`src/rtl/core/tlex_pkg.sv`:
```
package tlex_pkg;

  localparam int unsigned KindW  = 5;
  localparam int unsigned ModeW  = 4;
  localparam int unsigned FifoDepth = 4;
  localparam int unsigned FifoAw = $clog2(FifoDepth);
  localparam int unsigned FifoCw = $clog2(FifoDepth + 1);

  localparam logic [KindW-1:0] K_ID     = 5'd0;
  localparam logic [KindW-1:0] K_INT    = 5'd1;
  localparam logic [KindW-1:0] K_STR    = 5'd2;
  localparam logic [KindW-1:0] K_EQ     = 5'd3;
  localparam logic [KindW-1:0] K_ARROW  = 5'd4;
  localparam logic [KindW-1:0] K_ABEGIN = 5'd5;
  localparam logic [KindW-1:0] K_AEND   = 5'd6;
  localparam logic [KindW-1:0] K_LPAREN = 5'd7;
  localparam logic [KindW-1:0] K_RPAREN = 5'd8;
  localparam logic [KindW-1:0] K_LBRACE = 5'd9;
  localparam logic [KindW-1:0] K_RBRACE = 5'd10;
  localparam logic [KindW-1:0] K_COLON  = 5'd11;
  localparam logic [KindW-1:0] K_COMMA  = 5'd12;
  localparam logic [KindW-1:0] K_LT     = 5'd13;
  localparam logic [KindW-1:0] K_GT     = 5'd14;
  localparam logic [KindW-1:0] K_SEMI   = 5'd15;
  localparam logic [KindW-1:0] K_PLUS   = 5'd16;
  localparam logic [KindW-1:0] K_MINUS  = 5'd17;
  localparam logic [KindW-1:0] K_SLASH  = 5'd18;
  localparam logic [KindW-1:0] K_STAR   = 5'd19;
  localparam logic [KindW-1:0] K_EOF    = 5'd20;
  localparam logic [KindW-1:0] K_ERR    = 5'd21;

  typedef struct packed {
    logic [KindW-1:0] kind;
    logic [7:0]       chr;
    logic             cvalid;
    logic             last;
  } res_t;

  typedef struct packed {
    logic [1:0] cnt;
    res_t       res0;
    res_t       res1;
  } step_t;

endpackage

```
`src/rtl/core/tlex_core.sv`:
```
module tlex_core (
  input  logic              clk_i,
  input  logic              rst_ni,
  input  logic              en_i,
  input  logic [7:0]        byte_i,
  output tlex_pkg::step_t   step_o
);
  import tlex_pkg::*;

  localparam logic [ModeW-1:0] M_IDLE  = 4'd0;
  localparam logic [ModeW-1:0] M_ID    = 4'd1;
  localparam logic [ModeW-1:0] M_NUM   = 4'd2;
  localparam logic [ModeW-1:0] M_STR   = 4'd3;
  localparam logic [ModeW-1:0] M_SLASH = 4'd4;
  localparam logic [ModeW-1:0] M_LINE  = 4'd5;
  localparam logic [ModeW-1:0] M_BLOCK = 4'd6;
  localparam logic [ModeW-1:0] M_BSTAR = 4'd7;
  localparam logic [ModeW-1:0] M_EQ    = 4'd8;
  localparam logic [ModeW-1:0] M_LBR   = 4'd9;
  localparam logic [ModeW-1:0] M_RBR   = 4'd10;
  localparam logic [ModeW-1:0] M_SKIP  = 4'd11;

  localparam logic [7:0] C_NUL   = 8'd0;
  localparam logic [7:0] C_LF    = 8'd10;
  localparam logic [7:0] C_CR    = 8'd13;
  localparam logic [7:0] C_TAB   = 8'd9;
  localparam logic [7:0] C_SP    = 8'd32;
  localparam logic [7:0] C_QUOTE = 8'd34;
  localparam logic [7:0] C_SLASH = 8'd47;
  localparam logic [7:0] C_STAR  = 8'd42;
  localparam logic [7:0] C_EQ    = 8'd61;
  localparam logic [7:0] C_GT    = 8'd62;
  localparam logic [7:0] C_LBR   = 8'd91;
  localparam logic [7:0] C_RBR   = 8'd93;

  typedef struct packed {
    logic [ModeW-1:0] mode;
    logic             hv;
    logic             load;
    logic             put;
    res_t             r;
  } start_t;

  function automatic res_t mk(logic [KindW-1:0] k, logic [7:0] c, logic v, logic l);
    res_t r;
    r.kind   = k;
    r.chr    = c;
    r.cvalid = v;
    r.last   = l;
    return r;
  endfunction

  function automatic logic is_letter(logic [7:0] b);
    return (b inside {[8'd97:8'd122]}) || (b inside {[8'd65:8'd90]});
  endfunction

  function automatic logic is_digit(logic [7:0] b);
    return b inside {[8'd48:8'd57]};
  endfunction

  function automatic start_t start_byte(logic [7:0] b);
    start_t s;
    s = '0;
    s.mode = M_IDLE;
    if (b == C_NUL) begin
      s.put = 1'b1;
      s.r   = mk(K_EOF, 8'd0, 1'b0, 1'b1);
    end else if (b inside {C_CR, C_LF, C_SP, C_TAB}) begin
      s.put = 1'b0;
    end else if (is_letter(b)) begin
      s.mode = M_ID;
      s.load = 1'b1;
      s.hv   = 1'b1;
    end else if (is_digit(b)) begin
      s.mode = M_NUM;
      s.load = 1'b1;
      s.hv   = 1'b1;
    end else if (b == C_QUOTE) begin
      s.mode = M_STR;
    end else if (b == C_SLASH) begin
      s.mode = M_SLASH;
    end else if (b == C_EQ) begin
      s.mode = M_EQ;
    end else if (b == C_LBR) begin
      s.mode = M_LBR;
    end else if (b == C_RBR) begin
      s.mode = M_RBR;
    end else begin
      s.put = 1'b1;
      case (b)
        8'd40:   s.r = mk(K_LPAREN, b, 1'b1, 1'b1);
        8'd41:   s.r = mk(K_RPAREN, b, 1'b1, 1'b1);
        8'd123:  s.r = mk(K_LBRACE, b, 1'b1, 1'b1);
        8'd125:  s.r = mk(K_RBRACE, b, 1'b1, 1'b1);
        8'd58:   s.r = mk(K_COLON, b, 1'b1, 1'b1);
        8'd44:   s.r = mk(K_COMMA, b, 1'b1, 1'b1);
        8'd60:   s.r = mk(K_LT, b, 1'b1, 1'b1);
        8'd62:   s.r = mk(K_GT, b, 1'b1, 1'b1);
        8'd59:   s.r = mk(K_SEMI, b, 1'b1, 1'b1);
        8'd43:   s.r = mk(K_PLUS, b, 1'b1, 1'b1);
        8'd45:   s.r = mk(K_MINUS, b, 1'b1, 1'b1);
        8'd42:   s.r = mk(K_STAR, b, 1'b1, 1'b1);
        default: begin
          s.r    = mk(K_ERR, b, 1'b1, 1'b1);
          s.mode = M_SKIP;
        end
      endcase
    end
    return s;
  endfunction

  logic [ModeW-1:0] mode_q, mode_d;
  logic [7:0]       hc_q, hc_d;
  logic             hv_q, hv_d;
  start_t           sb;
  step_t            st;
  logic [7:0]       br;

  always_comb begin
    sb    = start_byte(byte_i);
    st    = '0;
    mode_d = mode_q;
    hc_d  = hc_q;
    hv_d  = hv_q;
    br    = (mode_q == M_LBR) ? C_LBR : C_RBR;
    case (mode_q)
      M_ID, M_NUM: begin
        if ((mode_q == M_ID) ? is_letter(byte_i) : is_digit(byte_i)) begin
          st.res0 = mk((mode_q == M_ID) ? K_ID : K_INT, hc_q, 1'b1, 1'b0);
          st.cnt  = 2'd1;
          hc_d    = byte_i;
          hv_d    = 1'b1;
        end else begin
          st.res0 = mk((mode_q == M_ID) ? K_ID : K_INT, hc_q, 1'b1, 1'b1);
          st.res1 = sb.r;
          st.cnt  = {1'b0, sb.put} + 2'd1;
          mode_d  = sb.mode;
          hv_d    = sb.hv;
          if (sb.load) hc_d = byte_i;
        end
      end
      M_STR: begin
        if (byte_i == C_QUOTE) begin
          st.res0 = hv_q ? mk(K_STR, hc_q, 1'b1, 1'b1) : mk(K_STR, 8'd0, 1'b0, 1'b1);
          st.cnt  = 2'd1;
          mode_d  = M_IDLE;
          hv_d    = 1'b0;
        end else if (byte_i == C_NUL) begin
          st.res0 = mk(K_ERR, 8'd0, 1'b0, 1'b1);
          st.res1 = mk(K_EOF, 8'd0, 1'b0, 1'b1);
          st.cnt  = 2'd2;
          mode_d  = M_IDLE;
          hv_d    = 1'b0;
        end else begin
          st.res0 = mk(K_STR, hc_q, 1'b1, 1'b0);
          st.cnt  = {1'b0, hv_q};
          hc_d    = byte_i;
          hv_d    = 1'b1;
        end
      end
      M_SLASH: begin
        if (byte_i == C_SLASH) begin
          mode_d = M_LINE;
        end else if (byte_i == C_STAR) begin
          mode_d = M_BLOCK;
        end else begin
          st.res0 = mk(K_SLASH, C_SLASH, 1'b1, 1'b1);
          st.res1 = sb.r;
          st.cnt  = {1'b0, sb.put} + 2'd1;
          mode_d  = sb.mode;
          hv_d    = sb.hv;
          if (sb.load) hc_d = byte_i;
        end
      end
      M_LINE: begin
        if (byte_i == C_NUL) begin
          st.res0 = mk(K_EOF, 8'd0, 1'b0, 1'b1);
          st.cnt  = 2'd1;
          mode_d  = M_IDLE;
        end else if (byte_i == C_LF) begin
          mode_d = M_IDLE;
        end
      end
      M_BLOCK, M_BSTAR: begin
        if (byte_i == C_NUL) begin
          st.res0 = mk(K_EOF, 8'd0, 1'b0, 1'b1);
          st.cnt  = 2'd1;
          mode_d  = M_IDLE;
        end else if (byte_i == C_STAR) begin
          mode_d = M_BSTAR;
        end else if (byte_i == C_SLASH && mode_q == M_BSTAR) begin
          mode_d = M_IDLE;
        end else begin
          mode_d = M_BLOCK;
        end
      end
      M_EQ: begin
        if (byte_i == C_GT) begin
          st.res0 = mk(K_ARROW, C_EQ, 1'b1, 1'b1);
          st.cnt  = 2'd1;
          mode_d  = M_IDLE;
        end else begin
          st.res0 = mk(K_EQ, C_EQ, 1'b1, 1'b1);
          st.res1 = sb.r;
          st.cnt  = {1'b0, sb.put} + 2'd1;
          mode_d  = sb.mode;
          hv_d    = sb.hv;
          if (sb.load) hc_d = byte_i;
        end
      end
      M_LBR, M_RBR: begin
        st.cnt = 2'd1;
        if (byte_i == br) begin
          st.res0 = mk((mode_q == M_LBR) ? K_ABEGIN : K_AEND, br, 1'b1, 1'b1);
          mode_d  = M_IDLE;
        end else if (byte_i == C_NUL) begin
          st.res0 = mk(K_ERR, br, 1'b1, 1'b1);
          st.res1 = mk(K_EOF, 8'd0, 1'b0, 1'b1);
          st.cnt  = 2'd2;
          mode_d  = M_IDLE;
        end else begin
          st.res0 = mk(K_ERR, br, 1'b1, 1'b1);
          mode_d  = M_SKIP;
        end
      end
      M_SKIP: begin
        if (byte_i == C_NUL) begin
          st.res0 = mk(K_EOF, 8'd0, 1'b0, 1'b1);
          st.cnt  = 2'd1;
          mode_d  = M_IDLE;
        end
      end
      default: begin
        st.res0 = sb.r;
        st.cnt  = {1'b0, sb.put};
        mode_d  = sb.mode;
        hv_d    = sb.hv;
        if (sb.load) hc_d = byte_i;
      end
    endcase
  end

  always_ff @(posedge clk_i or negedge rst_ni) begin
    if (!rst_ni) begin
      mode_q <= M_IDLE;
      hc_q   <= 8'd0;
      hv_q   <= 1'b0;
    end else if (en_i) begin
      mode_q <= mode_d;
      hc_q   <= hc_d;
      hv_q   <= hv_d;
    end
  end

  assign step_o = st;

endmodule

```
`src/rtl/core/tlex_fifo.sv`:
```
module tlex_fifo (
  input  logic                       clk_i,
  input  logic                       rst_ni,
  input  tlex_pkg::step_t            push_i,
  input  logic                       pop_i,
  output tlex_pkg::res_t             head_o,
  output logic [tlex_pkg::FifoCw-1:0] count_o
);
  import tlex_pkg::*;

  res_t              mem_q [FifoDepth];
  logic [FifoAw-1:0] wp_q, wp_d, rp_q, rp_d;
  logic [FifoCw-1:0] count_q, count_d;

  always_comb begin
    wp_d    = wp_q + FifoAw'(push_i.cnt);
    rp_d    = rp_q + FifoAw'(pop_i);
    count_d = count_q + FifoCw'(push_i.cnt) - FifoCw'(pop_i);
  end

  always_ff @(posedge clk_i or negedge rst_ni) begin
    if (!rst_ni) begin
      wp_q    <= '0;
      rp_q    <= '0;
      count_q <= '0;
    end else begin
      wp_q    <= wp_d;
      rp_q    <= rp_d;
      count_q <= count_d;
    end
  end

  always_ff @(posedge clk_i) begin
    if (push_i.cnt != 2'd0) mem_q[wp_q] <= push_i.res0;
    if (push_i.cnt == 2'd2) mem_q[wp_q + FifoAw'(1)] <= push_i.res1;
  end

  assign head_o  = mem_q[rp_q];
  assign count_o = count_q;

endmodule

```
`src/rtl/core/token_lexer_top.sv`:
```
// Streaming lexer: source bytes in, token characters out.
// Slave channel s_axis_*: one source byte per item, a zero byte ends the
// input and yields an eof token; the lexer is then ready for a new input.
// Master channel m_axis_*: one result per item. Identifiers, numbers and
// string bodies arrive one character per item with tlast on the final one;
// operators, eof and error tokens are single items with tlast set.
// Each accepted byte updates the lexer state in the same cycle and writes
// zero, one or two results into a four-entry result queue; the first one is
// visible on the master side in the next cycle. A run character is shown
// only once the following byte is taken, since that byte decides tlast.
// Throughput: one byte per cycle while the queue holds at most two results;
// bytes that yield two results (a finished token followed by an operator,
// eof or error, or an error followed by eof) fill two queue entries each.
// Reset clears the lexer to idle between tokens and empties the queue.
// When the receiver stalls the queue fills and s_axis_tready_o drops once
// three results wait; no result is lost or repeated.
module token_lexer_top (
  input  logic        clk_i,
  input  logic        rst_ni,
  input  logic        s_axis_tvalid_i,
  output logic        s_axis_tready_o,
  input  logic [7:0]  s_axis_tdata_i,   // [7:0] source_byte
  output logic        m_axis_tvalid_o,
  input  logic        m_axis_tready_i,
  output logic [7:0]  m_axis_tdata_o,   // [7:0] token_char
  output logic [5:0]  m_axis_tuser_o,   // [4:0] token_kind, [5] char_valid
  output logic        m_axis_tlast_o    // token_last
);
  import tlex_pkg::*;

  logic                accept;
  logic                pop;
  step_t               step;
  step_t               push;
  res_t                head;
  logic [FifoCw-1:0]   count;

  assign s_axis_tready_o = count < FifoCw'(FifoDepth - 1);
  assign accept = s_axis_tvalid_i & s_axis_tready_o;
  assign m_axis_tvalid_o = count != '0;
  assign pop = m_axis_tvalid_o & m_axis_tready_i;

  tlex_core u_core (
    .clk_i  (clk_i),
    .rst_ni (rst_ni),
    .en_i   (accept),
    .byte_i (s_axis_tdata_i),
    .step_o (step)
  );

  always_comb begin
    push = step;
    if (!accept) push.cnt = 2'd0;
  end

  tlex_fifo u_fifo (
    .clk_i   (clk_i),
    .rst_ni  (rst_ni),
    .push_i  (push),
    .pop_i   (pop),
    .head_o  (head),
    .count_o (count)
  );

  assign m_axis_tdata_o = head.chr;
  assign m_axis_tuser_o = {head.cvalid, head.kind};
  assign m_axis_tlast_o = head.last;

`ifndef ASSERT_OFF
  a_eof_on_nul: assert property (@(posedge clk_i) disable iff (!rst_ni)
    accept && s_axis_tdata_i == 8'd0 |-> step.cnt != 2'd0)
    else $error("zero byte produced no result");

  a_result_shows: assert property (@(posedge clk_i) disable iff (!rst_ni)
    accept && step.cnt != 2'd0 |=> m_axis_tvalid_o)
    else $error("result not presented after accepted byte");

  a_eof_form: assert property (@(posedge clk_i) disable iff (!rst_ni)
    m_axis_tvalid_o && head.kind == K_EOF |-> head.last && !head.cvalid)
    else $error("eof result malformed");

  a_no_overflow: assert property (@(posedge clk_i) disable iff (!rst_ni)
    count <= FifoCw'(FifoDepth))
    else $error("result queue overflow");
`endif

endmodule

```
`config.mk`:
```
export PLATFORM = sky130hd
export DESIGN_NAME = token_lexer_top
export DESIGN_NICKNAME = d
export VERILOG_FILES = /design/src/rtl/core/tlex_pkg.sv /design/src/rtl/core/tlex_core.sv /design/src/rtl/core/tlex_fifo.sv /design/src/rtl/core/token_lexer_top.sv
export SDC_FILE = /design/constraint.sdc
export NUM_CORES = 1
export LEC_CHECK = 0
export ABC_CLOCK_PERIOD_IN_PS = 4900
export BUFFER_PORTS_ARGS = -buffer_cell sky130_fd_sc_hd__clkbuf_2
export CAP_MARGIN = 25
export CORE_ASPECT_RATIO = 0.5
export CORE_UTILIZATION = 65
export DETAILED_ROUTE_END_ITERATION = 8
export PLACE_DENSITY = 0.81
export RECOVER_POWER = 100
export SLEW_MARGIN = 20
export SYNTH_ARGS = -nofsm -noshare
export SYNTH_HDL_FRONTEND = slang
export SYNTH_SLANG_ARGS = --single-unit
```
`constraint.sdc`:
```
create_clock -name clk_i -period 4.9 [get_ports clk_i]
set_input_delay 0.245 -clock clk_i [delete_from_list [all_inputs] [get_ports clk_i]]
set_output_delay 0.245 -clock clk_i [all_outputs]
set_load 0.01 [all_outputs]
```
**Word-level counts from Yosys, hierarchy flattened**

Memory sizes are Yosys's and may differ from the RTL's.
Index checks and enable logic that the tools add are counted.

- RAM bits: 60
- Register bits after elaboration: 20
- Word-level logic and storage cells: 160
- Memories: 1

Memories:

| memory | depth | width | rd ports | clocked after Yosys merged registers in | wr ports | RTL line | source |
|---|---|---|---|---|---|---|---|
| u_fifo.mem_q | 4 | 15 | 1 | 0 | 2 | tlex_fifo.sv:11 | `res_t mem_q [FifoDepth];` |

- Bitwise logic cells: 3
- Order comparisons: 7
- Reduce and logical (&&, ||, !) cells: 18
- Muxes and demuxes: 78
- $add $sub $neg: 6
- Equal/unequal tests: 41

Operators with widths:

| kind | number |
|---|---|
| one-hot mux 15 bit (12 select lines) | 1 |
| two-way mux 16 bit | 9 |
| equality test 8 x 6 -> 1 bit (second input constant) | 14 |
| two-way mux 15 bit | 7 |
| one-hot mux 17 bit (6 select lines) | 1 |
| two-way mux 4 bit | 19 |
| one-hot mux 15 bit (5 select lines) | 1 |
| two-way mux 17 bit | 4 |
| two-way mux 32 bit | 2 |
| two-way mux 8 bit | 7 |
| one-hot mux 8 bit (5 select lines) | 1 |
| equality test 8 x 7 -> 1 bit (second input constant) | 4 |
| one-hot mux 4 bit (8 select lines) | 1 |
| equality test 8 x 4 -> 1 bit (second input constant) | 3 |
| two-way mux 6 bit | 3 |
| equality test 4 x 3 -> 1 bit (second input constant) | 4 |
| equality test 4 bit (second input constant) | 4 |
| >= comparator 8 x 7 -> 1 bit (second input constant) | 2 |
| <= comparator 8 x 7 -> 1 bit (second input constant) | 2 |
| two-way mux 1 bit | 13 |
| != test 2 bit (second input constant) | 6 |
| OR reduction 12 bit | 1 |
| two-way mux 10 bit | 1 |
| two-way mux 2 bit | 5 |
| 30 further kinds | 38 |

**Logic depth before layout (Yosys ltp)**

- Word-level depth: 19
- Depth in mapped cells: 14
- Gate-level depth less buffers: 13

**Modules after synthesis**

From an unflattened synthesis, not the netlist that was laid out.

- Cell total of the unflattened synthesis: 505
- Area, all modules: 5728.0 sq um

By module, submodules not included:

| module | cells each | instances | area each (sq um) |
|---|---|---|---|
| tlex_fifo | 183 | 1 | 3447.1 |
| tlex_core | 315 | 1 | 2219.6 |
| token_lexer_top | 7 | 1 | 61.3 |

**Worst setup path before layout**

No wires, ideal clock.

- Path kind: reg-to-reg
- Start: register u_core.mode_q[3]
- End: memory u_fifo.mem_q[1][0] (netlist bit), enable pin
- Period minus slack after synthesis: 3.169 ns
- Data required time: 4.505 ns
- Setup time: 0.395 ns
- Stages on the path, launching flop included: 10
- Setup slack: 1.731 ns
- Arrival: 2.774 ns
- Cell sequence: dfrtp_1 -> inv_1 -> ha_1 -> or3b_1 -> a41oi_2 -> a21oi_1 -> o211ai_4 -> buf_2 -> nand2_1 -> o221ai_1

RTL lines:

| item | RTL line | source |
|---|---|---|
| start, declared | tlex_core.sv:112 | `logic [ModeW-1:0] mode_q, mode_d;` |
| start signal, assigned | tlex_core.sv:249 | `mode_q <= mode_d;` |
| end, declared | tlex_fifo.sv:11 |  |

==> qor.yml <==
run_status:
  run_status: "complete, no violations"
synthesis:
  synthTopCellsByArea: "edfxtp_1, dfrtp_1, mux2i_1"
  asyncSetResetFlopFracSynth: 0.250
  yosysSeqAreaShare: 0.411
  synth_commonest_cells: "edfxtp_1, mux2i_1, nand2_1"
  ys_ff_latch: 80
  syn_inst: 503
  synth_enable_flop_cells: 60
  synth-main-ff-cell: "edfxtp_1"
  synth_top_area_frac: 0.322
  syn_nets: 524
  syn_area_um2: 5600
  synth_largest_area_cell: "edfxtp_1"
  synth.distinct_cells: 85
  synth_most_common_cell: "edfxtp_1"
  yosys_warnings: 0
  avgSynthCellArea_um2: 11.1
clocking:
  cts-buffers-inserted: 9
  cts_resized: 0
  root_buffer: "clkbuf_16"
  insertion_delay_ns: 0.35
  cts_max_level: 3
  cts_sinks: 80
  path_clk_slew_ns: 0.06
  tritoncts: "yes"
  clock_path_buffers: 2
timing:
  rsz0062_at_grt: "false"
  fmax_mhz: 245
  report.final.slew_viol_count: 0
  hold_viol: 0
  worst_pin_slew_ns: 1.26
  fin_hold_ws_ns: 0.377
  setup_violations: 0
  slew_headroom: 0.150
  fin_crit_ns: 4.07
  setup_tns_ns: 0
  fin_crit_sh: 0.831
  fin_ws_ns: 0.826
  finClkSkew_ns: 0.00835
pwr:
  power_leakage_nw: 2.36
  p_per_area_nw_per_um2: 647
  power_mw: 3.87
  vdd_drop_max_v: 0.000319
worst_setup_path:
  crit_arrival_ns: 4.03
  crit_fanout: 15
  path_class: "register to register"
  cp-end-kind: "register"
  worstSetupStartpointType: "register"
  cp.required_ns: 4.86
floorplan:
  die_w_um: 133
  start_util: 0.685
  core_um2: 8170
  ios: 29
  dieArea_um2: 9010
  rows: 23
  die_y_um: 67.6
hold_path:
  hp-class: "input pin to register"
final_layout:
  fin_cells: 627
  drive_gt1_frac: 0.134
  multi_input_area_um2: 2980
  num-fill-cells: 584
  fin_nets: 531
  antenna_cells: 0
  syn_to_final_growth_pct: 6.77
  regArea_um2: 2300
run:
  max-cap-violations: 0
placement:
  dp_cells: 609
  hpwl_um: 9730
  pre_cts_ws_ns: 1.28
  gp_congestion: 0.985
  io_buffers: 28
grt:
  antenna_found_initial: 0
  grt_pass1_wl_um: 22400
  first_global_vias: 3888
  grt_max_degree: 25
  grtUsageTotal: 0.338
  grt_overflow: 0
detailed_routing:
  vias: 4543
  via_per_inst: 7.25
  met3_length_um: 1700
  top_layer: "met4"
  wl_met1_um: 6250
  dr_wl_met2_um: 6410
  drc: 0
  wl_per_cell_um: 23.3
  first_iter_violations: 673
  dr.pass1.iters: 7
  routed_wl_um: 14600
  drtAntennaViolNets: 0
[path summary, 6_finish.rpt]
check                                       from                 end  slack, ns  depth (start not counted)
worst max-delay path            u_core.mode_q[3]  u_fifo.mem_q[3][3]       0.83                          9
worst min-delay path             m_axis_tready_i      u_fifo.rp_q[0]       0.38                          3
worst max register to register  u_core.mode_q[3]  u_fifo.mem_q[3][3]       0.83                          9
worst min register to register    u_core.hc_q[7]      u_core.hc_q[7]       0.51                          1
max in group asynchronous                 rst_ni      u_core.hc_q[5]       3.50                          2
min in group asynchronous                 rst_ni    u_core.mode_q[1]       0.68                          2
[stage by stage]
stage	util	area (um^2)
final	0.731	5980
after global routing	0.731	5980
after CTS	0.737	6020
after detailed placement	0.697	5690
after global placement	0.697	5690
after floorplan	-	5600
[registers in the layout, indices dropped and copies added, names as in the netlist]
register        cells
u_fifo.wp_q         2
u_fifo.count_o      3
u_fifo.rp_q         2
u_core.hc_q         8
u_core.mode_q       4
u_fifo.mem_q       60
u_core.hv_q         1
[cells in the final DEF (no fill, tap or decap), types with 9 or more instances in the layout]
cell type and count:
clkbuf_16 9, nor3_1 13, nand3_1 21, clkbuf_1 21, a21oi_1 17, clkbuf_2 11, nand2_1 33, inv_1 19
mux4_2 15, nor2_1 18, dfrtp_1 20, o21ai_0 11, a31oi_1 16, mux2i_1 44, edfxtp_1 60
[worst max-delay path, cell delays in order, from the launching register on]
cell and delay [ns]:
dfrtp_1 0.39, inv_1 0.08, ha_1 0.36, or3b_1 0.45, a41oi_1 0.55, nor2_1 0.18
a2bb2oi_1 0.19, o311ai_0 0.37, o221ai_1 0.34, clkbuf_1 0.78
[power breakdown]
part | leakage, nW | internal, mW | switching (mW) | total [mW]
clock network | 0.157 | 0.449 | 0.279 | 0.728
registers | 0.788 | 1.07 | 0.164 | 1.23
logic | 1.41 | 0.731 | 1.18 | 1.91
[cell type report]
cell class | instances | share of cell area
Clock buffer | 10 | 0.0383
Clock inverter | 6 | 0.0153
Inverter | 19 | 0.0119
Multi-Input combinational cell | 365 | 0.499
Sequential cell | 80 | 0.385
Tap cell | 112 | 0.0234
Timing Repair Buffer | 35 | 0.0272
[cell families after synthesis]
group	count (synthesis)	synth area share
AND/OR/NAND/NOR	164	0.185
AO/OA/AOI/OAI	112	0.152
flip-flops	80	0.411
multiplexers	72	0.165
buffers and inverters	58	0.0525
adder cells (fa/ha/maj)	9	0.0215
XOR/XNOR	8	0.0125
[layer usage]
layer  up-vias  track usage
li1       1988            -
met1      2204        0.488
met2       313        0.510
met4         0       0.0966
met5         -            0
met3        38       0.0766
[repair_timing]
| item | CTS | global route |
|---|---|---|
| setup buffers | 0 | 0 |
| hold buffers | 1 | 0 |
| endpoints found under the hold margin | 20 | 0 |
Power figures use the tool's default switching activity.
